**src/rtl/c8cpu_ram.sv**
```systemverilog
`timescale 1ns / 1ps
`default_nettype none
// Generic simple dual-port RAM: one write port, one read port, registered read.
// No dependencies.
module c8cpu_ram #(
	parameter int unsigned WIDTH = 8,
	parameter int unsigned DEPTH = 16,
	localparam int unsigned AW = (DEPTH > 1) ? $clog2(DEPTH) : 1
) (
	input  wire logic             clk,
	input  wire logic             we,
	input  wire logic [AW-1:0]    waddr,
	input  wire logic [WIDTH-1:0] wdata,
	input  wire logic [AW-1:0]    raddr,
	output logic      [WIDTH-1:0] rdata
);

	logic [WIDTH-1:0] mem [DEPTH];

	always_ff @(posedge clk) begin
		if (we) begin
			mem[waddr] <= wdata;
		end
		rdata <= mem[raddr];
	end

endmodule
`default_nettype wire

```
**config.mk**
```make
export PLATFORM = sky130hd
export DESIGN_NAME = c8cpu_ram
export DESIGN_NICKNAME = d
export VERILOG_FILES = /design/src/rtl/c8cpu_ram.sv
export SDC_FILE = /design/constraint.sdc
export NUM_CORES = 1
export LEC_CHECK = 0
export BUFFER_PORTS_ARGS = -buffer_cell sky130_fd_sc_hd__buf_2
export CAP_MARGIN = 10
export CORE_ASPECT_RATIO = 1.2
export CORE_MARGIN = 2
export CORE_UTILIZATION = 56
export DETAILED_ROUTE_END_ITERATION = 10
export HOLD_SLACK_MARGIN = 0.05
export PLACE_DENSITY = 0.72
export SYNTH_ARGS = -nofsm -noshare
export SYNTH_HDL_FRONTEND = slang
export SYNTH_SLANG_ARGS = --single-unit
export TNS_END_PERCENT = 30
```
**constraint.sdc**
```tcl
create_clock -name clk -period 1.8 [get_ports clk]
set_input_delay 0.18 -clock clk [delete_from_list [all_inputs] [get_ports clk]]
set_output_delay 0.18 -clock clk [all_outputs]
set_load 0.02 [all_outputs]
```
==> Yosys cells after proc, flatten, opt, wreduce, memory -nomap -nowiden <==
Memory sizes are Yosys's and may differ from the RTL's. A register that Yosys moved wholly into a read port is not among the register bits.
Index checks and enable logic that the tools add are counted.
{ "word_totals": {"regBits": 0, "mem_bits_rw": 128, "inputBits": 18, "wordCells": 3, "memories": 1} }
{ "op_classes": {"muxes": 2} }
{ "memory_table": {"columns": ["name", "depth", "width", "read_ports", "rd_ports_with_merged_regs", "write_ports", "line_no", "text"], "rows": [
  ["mem", 16, 8, 1, 1, 1, "18", "logic [WIDTH-1:0] mem [DEPTH];"]
]} }
{ "op_table": {"columns": ["cell", "count"], "rows": [
  ["two-way mux 1 bit", 2]
]} }

==> Longest topological paths before layout <==
{ "depth": {"word_depth": 2, "depth_mapped": 5, "depth_no_buf": 3} }

==> Least setup slack after synthesis <==
No wires, ideal clock.
{ "synth_path": {"kind": "input to register", "from": "in waddr[2]", "to": "mem mem[0][0] (enable)", "setup_ns": 0.383, "arrival_time_ns": 1.290, "required_ns": 1.417, "setup_slack_ns": 0.127, "stages": 2, "n_path_buf": 0, "path_cell_list": "or3b_2 nor3_1"} }
{ "synth_rtl": {"columns": ["element", "line_no", "text"], "rows": [
  ["from (decl)", "12", "input wire logic [AW-1:0] waddr,"],
  ["to (decl)", "18", null]
]} }
Straight into the memory's write port.

==> impl_metrics.toml <==
[run_status]
status = "complete, no violations"

[sta]
final_hold_viol_count = 0
fmax_mhz = 717
setup_violations = 0
worst_pin_slew_ps = 419
slew_viol_final = 0
rsz0062_at_grt = "no"
finalSetupTns_ps = 0
finClkSkew_ps = 8.76
whs_ps = 66.7
max_slew_margin = 0.721
period_share = 0.775
period_needed_ps = 1390

[floorplanning]
ioPinCount = 26
rows = 38
die_h_microns = 109
dieArea_sq_mm = 0.00998
fp.dieW_microns = 91.5
floorplan.core_area_sq_mm = 0.00899
initial_core_util = 0.573

[finish]
finalNetCount = 305
fin_cells = 420
fillers = 548
drive_above_1_share = 0.310
syn2layout_area_growth_pct = 20.0
antenna_cells = 0

[cts]
cts_setup_buffers = 0
insertion_delay_ps = 510
cts_sinks = 136
cts_root_buf = "clkbuf_8"
cts_buffer_depth = 2
cts_htree_levels = 4
clk_pin_slew_ps = 60
cts_tree = "built"
cts_made_buffers = 17

[power]
ir_worst_vdd_mv = 0.620
combPwrFrac = 0.049
internal_power_mw = 6.05
sw_frac_of_total = 0.187
seq_power_share = 0.479
powerDensity_mw_per_mm2 = 1210
switchingPower_mw = 1.39
p_leak_nw = 2.13
power_frac_clock = 0.472

[drt]
drtIter0Drc = 280
ant_nets = 0
dr.pass1.iters = 4
wl_per_cell_microns = 24.2
drc = 0
drt_wl_total_microns = 10200
num_vias = 2504
vias_per_cell = 5.96

[worst_setup_path]
cp_slowest_cell = "mux4_1"
startpoint_type = "flip-flop"
crit_chain = "mux4_1 > a22oi_1 > nand2_1"
cp.required_ps = 2190
endpoint_kind = "flip-flop"
cp.arrival_ps = 1780
worstSetupPathType = "flip-flop to flip-flop"
max_stage_delay_ps = 520
crit_fanout = 1

[global_routing]
antenna_found_initial = 0
grt_start_max_net_pins = 33
grt_usage = 0.225
grt.overflow.total = 0
grt_pass1_vias = 2581
grt_pass1_wl_microns = 15300

[synth]
synth.top_cell.area_share = 0.747
netlist_area_sq_mm = 0.00515
synth.area.top_cells = "edfxtp_1, mux4_2, mux4_1"
syn_area_per_cell_sq_um = 22.5
synthCells = 229
yosysWarnings = 0
synthDistinctLibCells = 19
yosysSeqAreaShare = 0.778
ys_ff_latch = 136
synth_top_cell_by_area = "edfxtp_1"
synthesis.nets = 247

[placed_design]
port_buffers = 25
place_congestion = 0.732
dp_hpwl_microns = 6250
placed_cells = 385

[hold_path]
holdCritPathClass = "primary input to flip-flop"

[flow_run]
maxCapViolCount = 0
## flip-flops by register name, indices dropped and copies added, names as in the netlist
signal  flops
mem       128
rdata       8
## final cells by class
type                            instances  area [sq um]  area share
Clock buffer                           24           470      0.0762
Clock inverter                          8           143      0.0231
Multi-Input combinational cell         83          1060       0.171
Sequential cell                       136          4000       0.648
Timing Repair Buffer                   49           350      0.0567
Tap cell                              120           150      0.0243
## through the flow
step                       util  instance area, sq um  total power [mW]  worst slack (ps)
after floorplan               -                  5150              3.83               127
after global placement    0.616                  5530              3.98              86.5
after detailed placement  0.616                  5530              3.99              52.2
after CTS                 0.687                  6170              7.49               345
after global routing      0.687                  6170              7.66               361
final                     0.687                  6170              7.44               406
## synth_stat cells
cell type	count
a22oi_1	16
and2_1	1
and2b_1	1
buf_2	3
buf_4	1
buf_6	3
clkdlybuf4s25_2	3
dfxtp_1	8
edfxtp_1	128
mux4_1	14
mux4_2	18
nand2_1	9
nand2b_1	2
nand3_1	1
nand3b_1	2
nor2_1	13
nor2b_1	1
nor3_1	4
or3b_2	1
## critical path: cells and delay by family (launching register included)
kind | cells | cell delay (ps)
AOI/OAI and AO/OA | 1 | 310
and+or+nand+nor | 1 | 80
muxes | 1 | 520
DFF | 1 | 370
## cells in the final DEF (no fill, tap or decap)
cell	Yosys	final
nand3b_1	2	2
clkinv_2	0	3
clkbuf_8	0	4
mux4_1	14	14
mux4_2	18	18
nand3_1	1	1
edfxtp_1	128	128
clkinvlp_4	0	1
nand2_1	9	9
buf_2	3	25
clkbuf_1	0	4
nor2b_1	1	1
clkbuf_16	0	16
nor2_1	13	13
bufinv_16	0	4
and2b_1	1	1
or3b_2	1	1
nor3_1	4	4
buf_12	0	3
nand2b_1	2	2
a22oi_1	16	16
dfxtp_1	8	8
dlygate4sd3_1	0	3
buf_4	1	18
and2_1	1	1
## logic make-up after synthesis
family,count (synthesis),share of synthesized area
DFF,136,0.778
and+or+nand+nor,35,0.0318
muxes,32,0.150
AOI/OAI and AO/OA,16,0.0233
buffers and inverters,10,0.0168
## final timing paths
kind | startpoint | end | slack (ps) | cells past startpoint
worst max-delay path | mem[9][3]$_DFFE_PP_ | rdata[3]$_DFF_P_ | 410 | 3
worst min-delay path | wdata[7] | mem[3][7]$_DFFE_PP_ | 70 | 1
worst max register to register | mem[9][3]$_DFFE_PP_ | rdata[3]$_DFF_P_ | 410 | 3
worst min register to register | mem[15][0]$_DFFE_PP_ | rdata[0]$_DFF_P_ | 680 | 3
## what timing repair did
action	CTS	global route
resized for setup	0	0
hold buffers	3	0
hold endpoints to repair	39	0
## metal layers
layer / vias to the layer above / wire [microns] / global-route usage
met3: 6 / 574 / 0.0491
met2: 103 / 5370 / 0.370
met5: - / 0 / 0
met1: 1305 / 4130 / 0.301
li1: 1090 / - / -
met4: 0 / 79 / 0.0866
## power groups by stage
stage,Sequential (mW),Combinational (mW),Clock (mW)
finish,3.56,0.362,3.52
floorplan,3.65,0.180,0
CTS,3.56,0.369,3.55
global placement,3.62,0.353,0
global route,3.57,0.392,3.70
detailed placement,3.63,0.362,0
Note: power is estimated with default switching activity, not from simulation.
