## config.mk

```make
export PLATFORM = sky130hd
export DESIGN_NAME = c8cpu_alu
export DESIGN_NICKNAME = d
export VERILOG_FILES = /design/src/rtl/c8cpu_pkg.sv /design/src/rtl/c8cpu_alu.sv
export SDC_FILE = /design/constraint.sdc
export NUM_CORES = 1
export LEC_CHECK = 0
export BUFFER_PORTS_ARGS = -buffer_cell sky130_fd_sc_hd__buf_2
export CORE_UTILIZATION = 50
export DETAILED_ROUTE_END_ITERATION = 10
export PLACE_DENSITY = 0.71
export SLEW_MARGIN = 15
export SYNTH_ARGS = -nofsm -noshare
export SYNTH_HDL_FRONTEND = slang
export SYNTH_SLANG_ARGS = --single-unit
```

## constraint.sdc

```tcl
create_clock -name vclk -period 2.6
set_input_delay 0.39 -clock vclk [all_inputs]
set_output_delay 0.39 -clock vclk [all_outputs]
set_load 0.05 [all_outputs]
```

## src/rtl/c8cpu_pkg.sv

```systemverilog
`timescale 1ns / 1ps
`default_nettype none
// Shared types, opcode codes, font glyphs and digit helpers for the CHIP-8 core.
// No dependencies.
package c8cpu_pkg;

	localparam logic [11:0] PROG_START = 12'h200;
	localparam logic [11:0] FONT_START = 12'h050;
	localparam logic [11:0] FONT_END   = 12'h0A0;

	localparam logic [15:0] OP_CLS = 16'h00E0;
	localparam logic [15:0] OP_RET = 16'h00EE;

	localparam logic [3:0] N_MOV  = 4'h0;
	localparam logic [3:0] N_OR   = 4'h1;
	localparam logic [3:0] N_AND  = 4'h2;
	localparam logic [3:0] N_XOR  = 4'h3;
	localparam logic [3:0] N_ADD  = 4'h4;
	localparam logic [3:0] N_SUB  = 4'h5;
	localparam logic [3:0] N_SHR  = 4'h6;
	localparam logic [3:0] N_SUBN = 4'h7;
	localparam logic [3:0] N_SHL  = 4'hE;

	localparam logic [7:0] EX_SKP  = 8'h9E;
	localparam logic [7:0] EX_SKNP = 8'hA1;

	localparam logic [7:0] FX_GET_DELAY = 8'h07;
	localparam logic [7:0] FX_WAIT_KEY  = 8'h0A;
	localparam logic [7:0] FX_SET_DELAY = 8'h15;
	localparam logic [7:0] FX_SET_SOUND = 8'h18;
	localparam logic [7:0] FX_ADD_I     = 8'h1E;
	localparam logic [7:0] FX_FONT      = 8'h29;
	localparam logic [7:0] FX_BCD       = 8'h33;
	localparam logic [7:0] FX_STORE     = 8'h55;
	localparam logic [7:0] FX_LOAD      = 8'h65;

	typedef enum logic [1:0] {
		KIND_LOAD  = 2'd0,
		KIND_KEY   = 2'd1,
		KIND_EXEC  = 2'd2,
		KIND_PIXEL = 2'd3
	} kind_t;

	typedef enum logic [1:0] {
		STAT_OK        = 2'd0,
		STAT_UNKNOWN   = 2'd1,
		STAT_UNDERFLOW = 2'd2,
		STAT_OVERFLOW  = 2'd3
	} status_t;

	typedef enum logic [3:0] {
		GRP_SYS     = 4'h0,
		GRP_JP      = 4'h1,
		GRP_CALL    = 4'h2,
		GRP_SE_IMM  = 4'h3,
		GRP_SNE_IMM = 4'h4,
		GRP_SE_REG  = 4'h5,
		GRP_LD_IMM  = 4'h6,
		GRP_ADD_IMM = 4'h7,
		GRP_ALU     = 4'h8,
		GRP_SNE_REG = 4'h9,
		GRP_LD_I    = 4'hA,
		GRP_JP_V0   = 4'hB,
		GRP_RND     = 4'hC,
		GRP_DRW     = 4'hD,
		GRP_SKP     = 4'hE,
		GRP_MISC    = 4'hF
	} group_t;

	typedef enum logic [3:0] {
		ALU_MOV,
		ALU_OR,
		ALU_AND,
		ALU_XOR,
		ALU_ADD,
		ALU_SUB,
		ALU_SUBN,
		ALU_SHR,
		ALU_SHL
	} alu_op_t;

	typedef struct packed {
		logic [7:0] res;
		logic       flag;
		logic       eq;
	} alu_out_t;

	typedef enum logic [4:0] {
		S_CLEAR,
		S_IDLE,
		S_PIX,
		S_FETCH_HI,
		S_FETCH_LO,
		S_READ_X,
		S_READ_Y,
		S_DECODE,
		S_RET,
		S_JUMP_V0,
		S_CLS,
		S_DRAW_FETCH,
		S_DRAW_MASK,
		S_DRAW_ROW_A,
		S_DRAW_ROW_B,
		S_WRITE_VF,
		S_BCD_TENS,
		S_BCD_HUND,
		S_STORE_RD,
		S_STORE_WR,
		S_LOAD_RD,
		S_LOAD_WR,
		S_TICK
	} state_t;

	localparam logic [7:0] FONT_GLYPHS [80] = '{
		8'hF0, 8'h90, 8'h90, 8'h90, 8'hF0, 8'h20, 8'h60, 8'h20, 8'h20, 8'h70,
		8'hF0, 8'h10, 8'hF0, 8'h80, 8'hF0, 8'hF0, 8'h10, 8'hF0, 8'h10, 8'hF0,
		8'h90, 8'h90, 8'hF0, 8'h10, 8'h10, 8'hF0, 8'h80, 8'hF0, 8'h10, 8'hF0,
		8'hF0, 8'h80, 8'hF0, 8'h90, 8'hF0, 8'hF0, 8'h10, 8'h20, 8'h40, 8'h40,
		8'hF0, 8'h90, 8'hF0, 8'h90, 8'hF0, 8'hF0, 8'h90, 8'hF0, 8'h10, 8'hF0,
		8'hF0, 8'h90, 8'hF0, 8'h90, 8'h90, 8'hE0, 8'h90, 8'hE0, 8'h90, 8'hE0,
		8'hF0, 8'h80, 8'h80, 8'h80, 8'hF0, 8'hE0, 8'h90, 8'h90, 8'h90, 8'hE0,
		8'hF0, 8'h80, 8'hF0, 8'h80, 8'hF0, 8'hF0, 8'h80, 8'hF0, 8'h80, 8'h80
	};

	function automatic logic [7:0] font_byte(input logic [6:0] idx);
		return (idx < 7'd80) ? FONT_GLYPHS[idx] : 8'h00;
	endfunction

	// {hundreds, tens, ones}; reciprocal multiplies are exact over 0..255
	function automatic logic [11:0] bcd_digits(input logic [7:0] v);
		logic [13:0] hp;
		logic [1:0]  h;
		logic [7:0]  r8;
		logic [14:0] tp;
		logic [3:0]  t;
		logic [6:0]  o;
		hp = {6'b0, v} * 14'd41;
		h  = hp[13:12];
		r8 = v - ({6'b0, h} * 8'd100);
		tp = {8'b0, r8[6:0]} * 15'd205;
		t  = tp[14:11];
		o  = r8[6:0] - ({3'b0, t} * 7'd10);
		return {2'b00, h, t, o[3:0]};
	endfunction

endpackage
`default_nettype wire

```

## src/rtl/c8cpu_alu.sv

```systemverilog
`timescale 1ns / 1ps
`default_nettype none
// Shared 8-bit ALU for register ops, immediate add and skip compares.
// Depends on c8cpu_pkg.
module c8cpu_alu (
	input  wire c8cpu_pkg::alu_op_t  op,
	input  wire logic [7:0]          a,
	input  wire logic [7:0]          b,
	output c8cpu_pkg::alu_out_t      result
);

	logic [8:0] sum;

	always_comb begin
		sum = {1'b0, a} + {1'b0, b};
		result.res  = b;
		result.flag = 1'b0;
		result.eq   = (a == b);
		unique case (op)
			c8cpu_pkg::ALU_MOV: begin
				result.res = b;
			end
			c8cpu_pkg::ALU_OR: begin
				result.res = a | b;
			end
			c8cpu_pkg::ALU_AND: begin
				result.res = a & b;
			end
			c8cpu_pkg::ALU_XOR: begin
				result.res = a ^ b;
			end
			c8cpu_pkg::ALU_ADD: begin
				result.res  = sum[7:0];
				result.flag = sum[8];
			end
			c8cpu_pkg::ALU_SUB: begin
				result.res  = a - b;
				result.flag = (a > b);
			end
			c8cpu_pkg::ALU_SUBN: begin
				result.res  = b - a;
				result.flag = (b > a);
			end
			c8cpu_pkg::ALU_SHR: begin
				result.res  = {1'b0, a[7:1]};
				result.flag = a[0];
			end
			c8cpu_pkg::ALU_SHL: begin
				result.res  = {a[6:0], 1'b0};
				result.flag = a[7];
			end
			default: begin
				result.res = b;
			end
		endcase
	end

endmodule
`default_nettype wire

```

Word-level counts from Yosys, hierarchy flattened --
Index checks and enable logic that the tools add are counted.
Operators by class: bitwise logic cells 3, order comparisons 2, add/sub/neg operators 3, mux-type cells 2, equality and inequality tests 9
Operator list (number):
- $pmux W8 S8 | 1
- $eq A4 B3 Y1 const B | 4
- $gt A8 B8 Y1 | 2
- $sub A8 B8 Y8 | 2
- $add A8 B8 Y9 | 1
- $and A8 B8 Y8 | 1
- $eq A4 B2 Y1 const B | 2
- $eq A8 B8 Y1 | 1
- $or A8 B8 Y8 | 1
- $xor A8 B8 Y8 | 1
- $pmux W1 S5 | 1
- $eq A4 B1 Y1 const B | 1
- $eq A4 B4 Y1 const B | 1
Word-level totals: input bits 20, output and inout bits 10, register bits 0

Logic depth before layout (Yosys ltp) --
word-level depth 2, mapped depth 9

Least setup slack after synthesis --
No wires, ideal clock.
kind input port to output port, start point in a[5], end point out result[1] (netlist name), path buffers 0, stages 6, path slack -0.482 ns, arrival time 2.692 ns, required time 2.210 ns, cell sequence inv_1 ha_1 or3_1 or2_1 nor2_1 o211ai_1
RTL lines:
- start, declared | line c8cpu_alu.sv:7 | input wire logic [7:0] a,
- end, declared | line c8cpu_alu.sv:9 | output c8cpu_pkg::alu_out_t result

==> results.cfg <==
[die]
start_util_pct = 52.79
die-area_sq_um = 4178
rows = 22
core_area_sq_um = 3716
dieHeight_um = 64.64
io-pin-count = 30
fp.dieW_um = 64.64

[timing]
fin_setup_tns_ns = -0.2080
timing.final.max_slew_violations = 0
worstMarginPinSlew_ns = 0.4838
setup_ws_ns = -0.09451
period_share_pct = 103.6
max_freq_mhz = 371.1
final.min_clock_period_ns = 2.695
max_slew_margin_pct = 67.29
rsz0062_at_grt = yes
finalSetupViolations = 3
timing_hold_violations_final = 0

[synth]
ys_seq_area_share_pct = 0
synth_top_family_by_area = compound AO/OA/AOI/OAI gates
yosysUniqueCellTypes = 63
synth-simple-area-share_pct = 21.81
muxShareOfSynthArea_pct = 4.656
syn_inst = 284
ys_warn_count = 0
synth_fa_ha_area_share_pct = 24.74
syn_area_sq_um = 1962
synth_xor_area_share_pct = 2.232
syn_area_per_cell_sq_um = 6.908
synth_fp_nets = 341
synth-compound-area-share_pct = 36.54

[power]
seqPwrFrac_pct = 0
switching_share_pct = 54.59
power_density_nw_per_um2 = 229.5
total_power_mw = 0.7425
intPower_mw = 0.3372
power_leakage_nw = 1.410
p_sw_mw = 0.4053
peakVddDrop_mv = 0.1859
comb_power_share_pct = 100.0
clock_power_share_pct = 0

[global_route]
grt.overflow.total = 0
grt_pass1_wl_um = 11990
grt_max_degree = 19
track_usage_pct = 36.63
grt_pass1_vias = 2467
antenna_found_initial = 0

[setup_path]
arrival_ns = 2.30
path_cells = buf_8 > inv_6 > ha_4 > or2b_1 > a221o_2 > o311a_4 > a221o_1 > a21oi_2 > a31oi_4 > buf_6
cp-start-kind = primary input
cp-end-kind = output port
crit_slowest_cell = a221o_2
critPathMaxFanout = 4
cp_num_buf_inv = 3
path_delay_family = compound AO/OA/AOI/OAI gates
slowest_delay_ns = 0.37
worstSetupPathType = in -> out
crit_required_ns = 2.21

[finish]
ff_latch_area_sq_um = 0
finish.instance_area_sq_um = 3236
final_cells = 429
final_cell_mix = buf_4, nor2_1, ha_1
final_net_count = 440
layout_commonest_cell = buf_4
antenna_cells = 0
area_growth_syn_to_layout_pct = 64.92
n_clock_buffer = 0
n_sequential_cell = 0
drive_gt1_share_pct = 47.24
fillers = 211

[routing]
vias = 2697
wl_met1_um = 3237
drtPass1Iterations = 5
met2_length_um = 3745
highest_layer = met4
route.detailed.wl_per_inst_um = 18.70
postRouteAntennaNets = 0
routed_wl_um = 8022
met3_length_um = 770
dr.first_iter.drc_count = 345
vias_per_cell = 6.287
drcViolationCount = 0

[worst_hold_path]
hold_class = in -> out

[place]
dp_hpwl_um = 5686
gp_congestion = 0.9977
dpl-instance-area_sq_um = 2755
portBuffers = 30
place_inst = 423

[run_status]
outcome = complete, but fails checks
violations = negative setup slack

[cts]
cts_hold_buffers = 0

[flow_run]
cap_violations = 0
routing by layer:
| layer | track usage (%) | vias up |
|---|---|---|
| met5 | 0 | - |
| met4 | 5.833 | 0 |
| met3 | 4.049 | 37 |
| met2 | 63.95 | 189 |
| met1 | 48.64 | 1234 |
| li1 | - | 1237 |
power groups by stage:
stage               Sequential (mW)  Combinational (mW)  Clock (mW)
floorplan                         0               0.363           0
global placement                  0               0.580           0
detailed placement                0               0.588           0
CTS                               0               0.648           0
global route                      0               0.780           0
finish                            0               0.743           0
cell usage after synthesis (all sizes together), types with 3 or more instances:
cell type	instances	area (sq um)
nor3	10	61.31
o22a	6	52.55
o22ai	3	18.77
buf	13	65.07
o31ai	5	37.54
o221ai	4	35.03
nor2b	5	33.78
ha	34	425.4
a31oi	5	31.28
inv	30	112.6
nor2	30	112.6
xnor2	4	35.03
a221oi	4	35.03
mux2i	8	80.08
nand3	4	20.02
nand2b	4	25.02
nand2	13	48.80
a21oi	24	120.1
fa	3	60.06
o21ai	16	80.07
o211ai	4	30.03
clkbuf	5	18.77
o21bai	5	37.54
kinds of logic after synthesis:
kind of cell / after synthesis
AND/OR/NAND/NOR: 82
adder cells (fa/ha/maj): 37
multiplexers: 9
XOR/XNOR: 5
buffers and inverters: 48
AO/OA/AOI/OAI: 103
through the flow:
step | utilization, % | worst slack, ns | hold WS [ns]
2_1_floorplan | - | -0.2764 | 1.053
3_3_place_gp | 74.14 | -0.2823 | 1.312
3_5_place_dp | 74.14 | -0.3520 | 1.320
4_1_cts | 80.64 | -0.06618 | 1.269
5_1_grt | 87.07 | -0.1286 | 1.296
6_report | 87.07 | -0.09451 | 1.269
worst min-delay path, stage by stage:
cell	delay, ns
buf_2	0.11
nor2_1	0.07
a31oi_4	0.14
buf_6	0.16
final timing paths:
kind | depth (start not counted) | startpoint | to | slack (ns)
worst max-delay path | 10 | a[4] | result[9] | -0.09
worst min-delay path | 4 | b[7] | result[9] | 1.27
what timing repair did:
action | CTS | global route
resized for setup | 55 | 51
gates cloned | 0 | 0
setup buffers | 4 | 3
setup endpoints to repair | 8 | 8
pin swaps | 22 | 32
cell type report:
| cell class | count | area [sq um] | area share, % |
|---|---|---|---|
| well taps | 48 | 60.06 | 1.856 |
| repair buffers | 115 | 922.1 | 28.50 |
| inverters | 30 | 150.1 | 4.640 |
| multi-input cells | 236 | 2103 | 65.00 |
(Power assumes the default switching activity.)
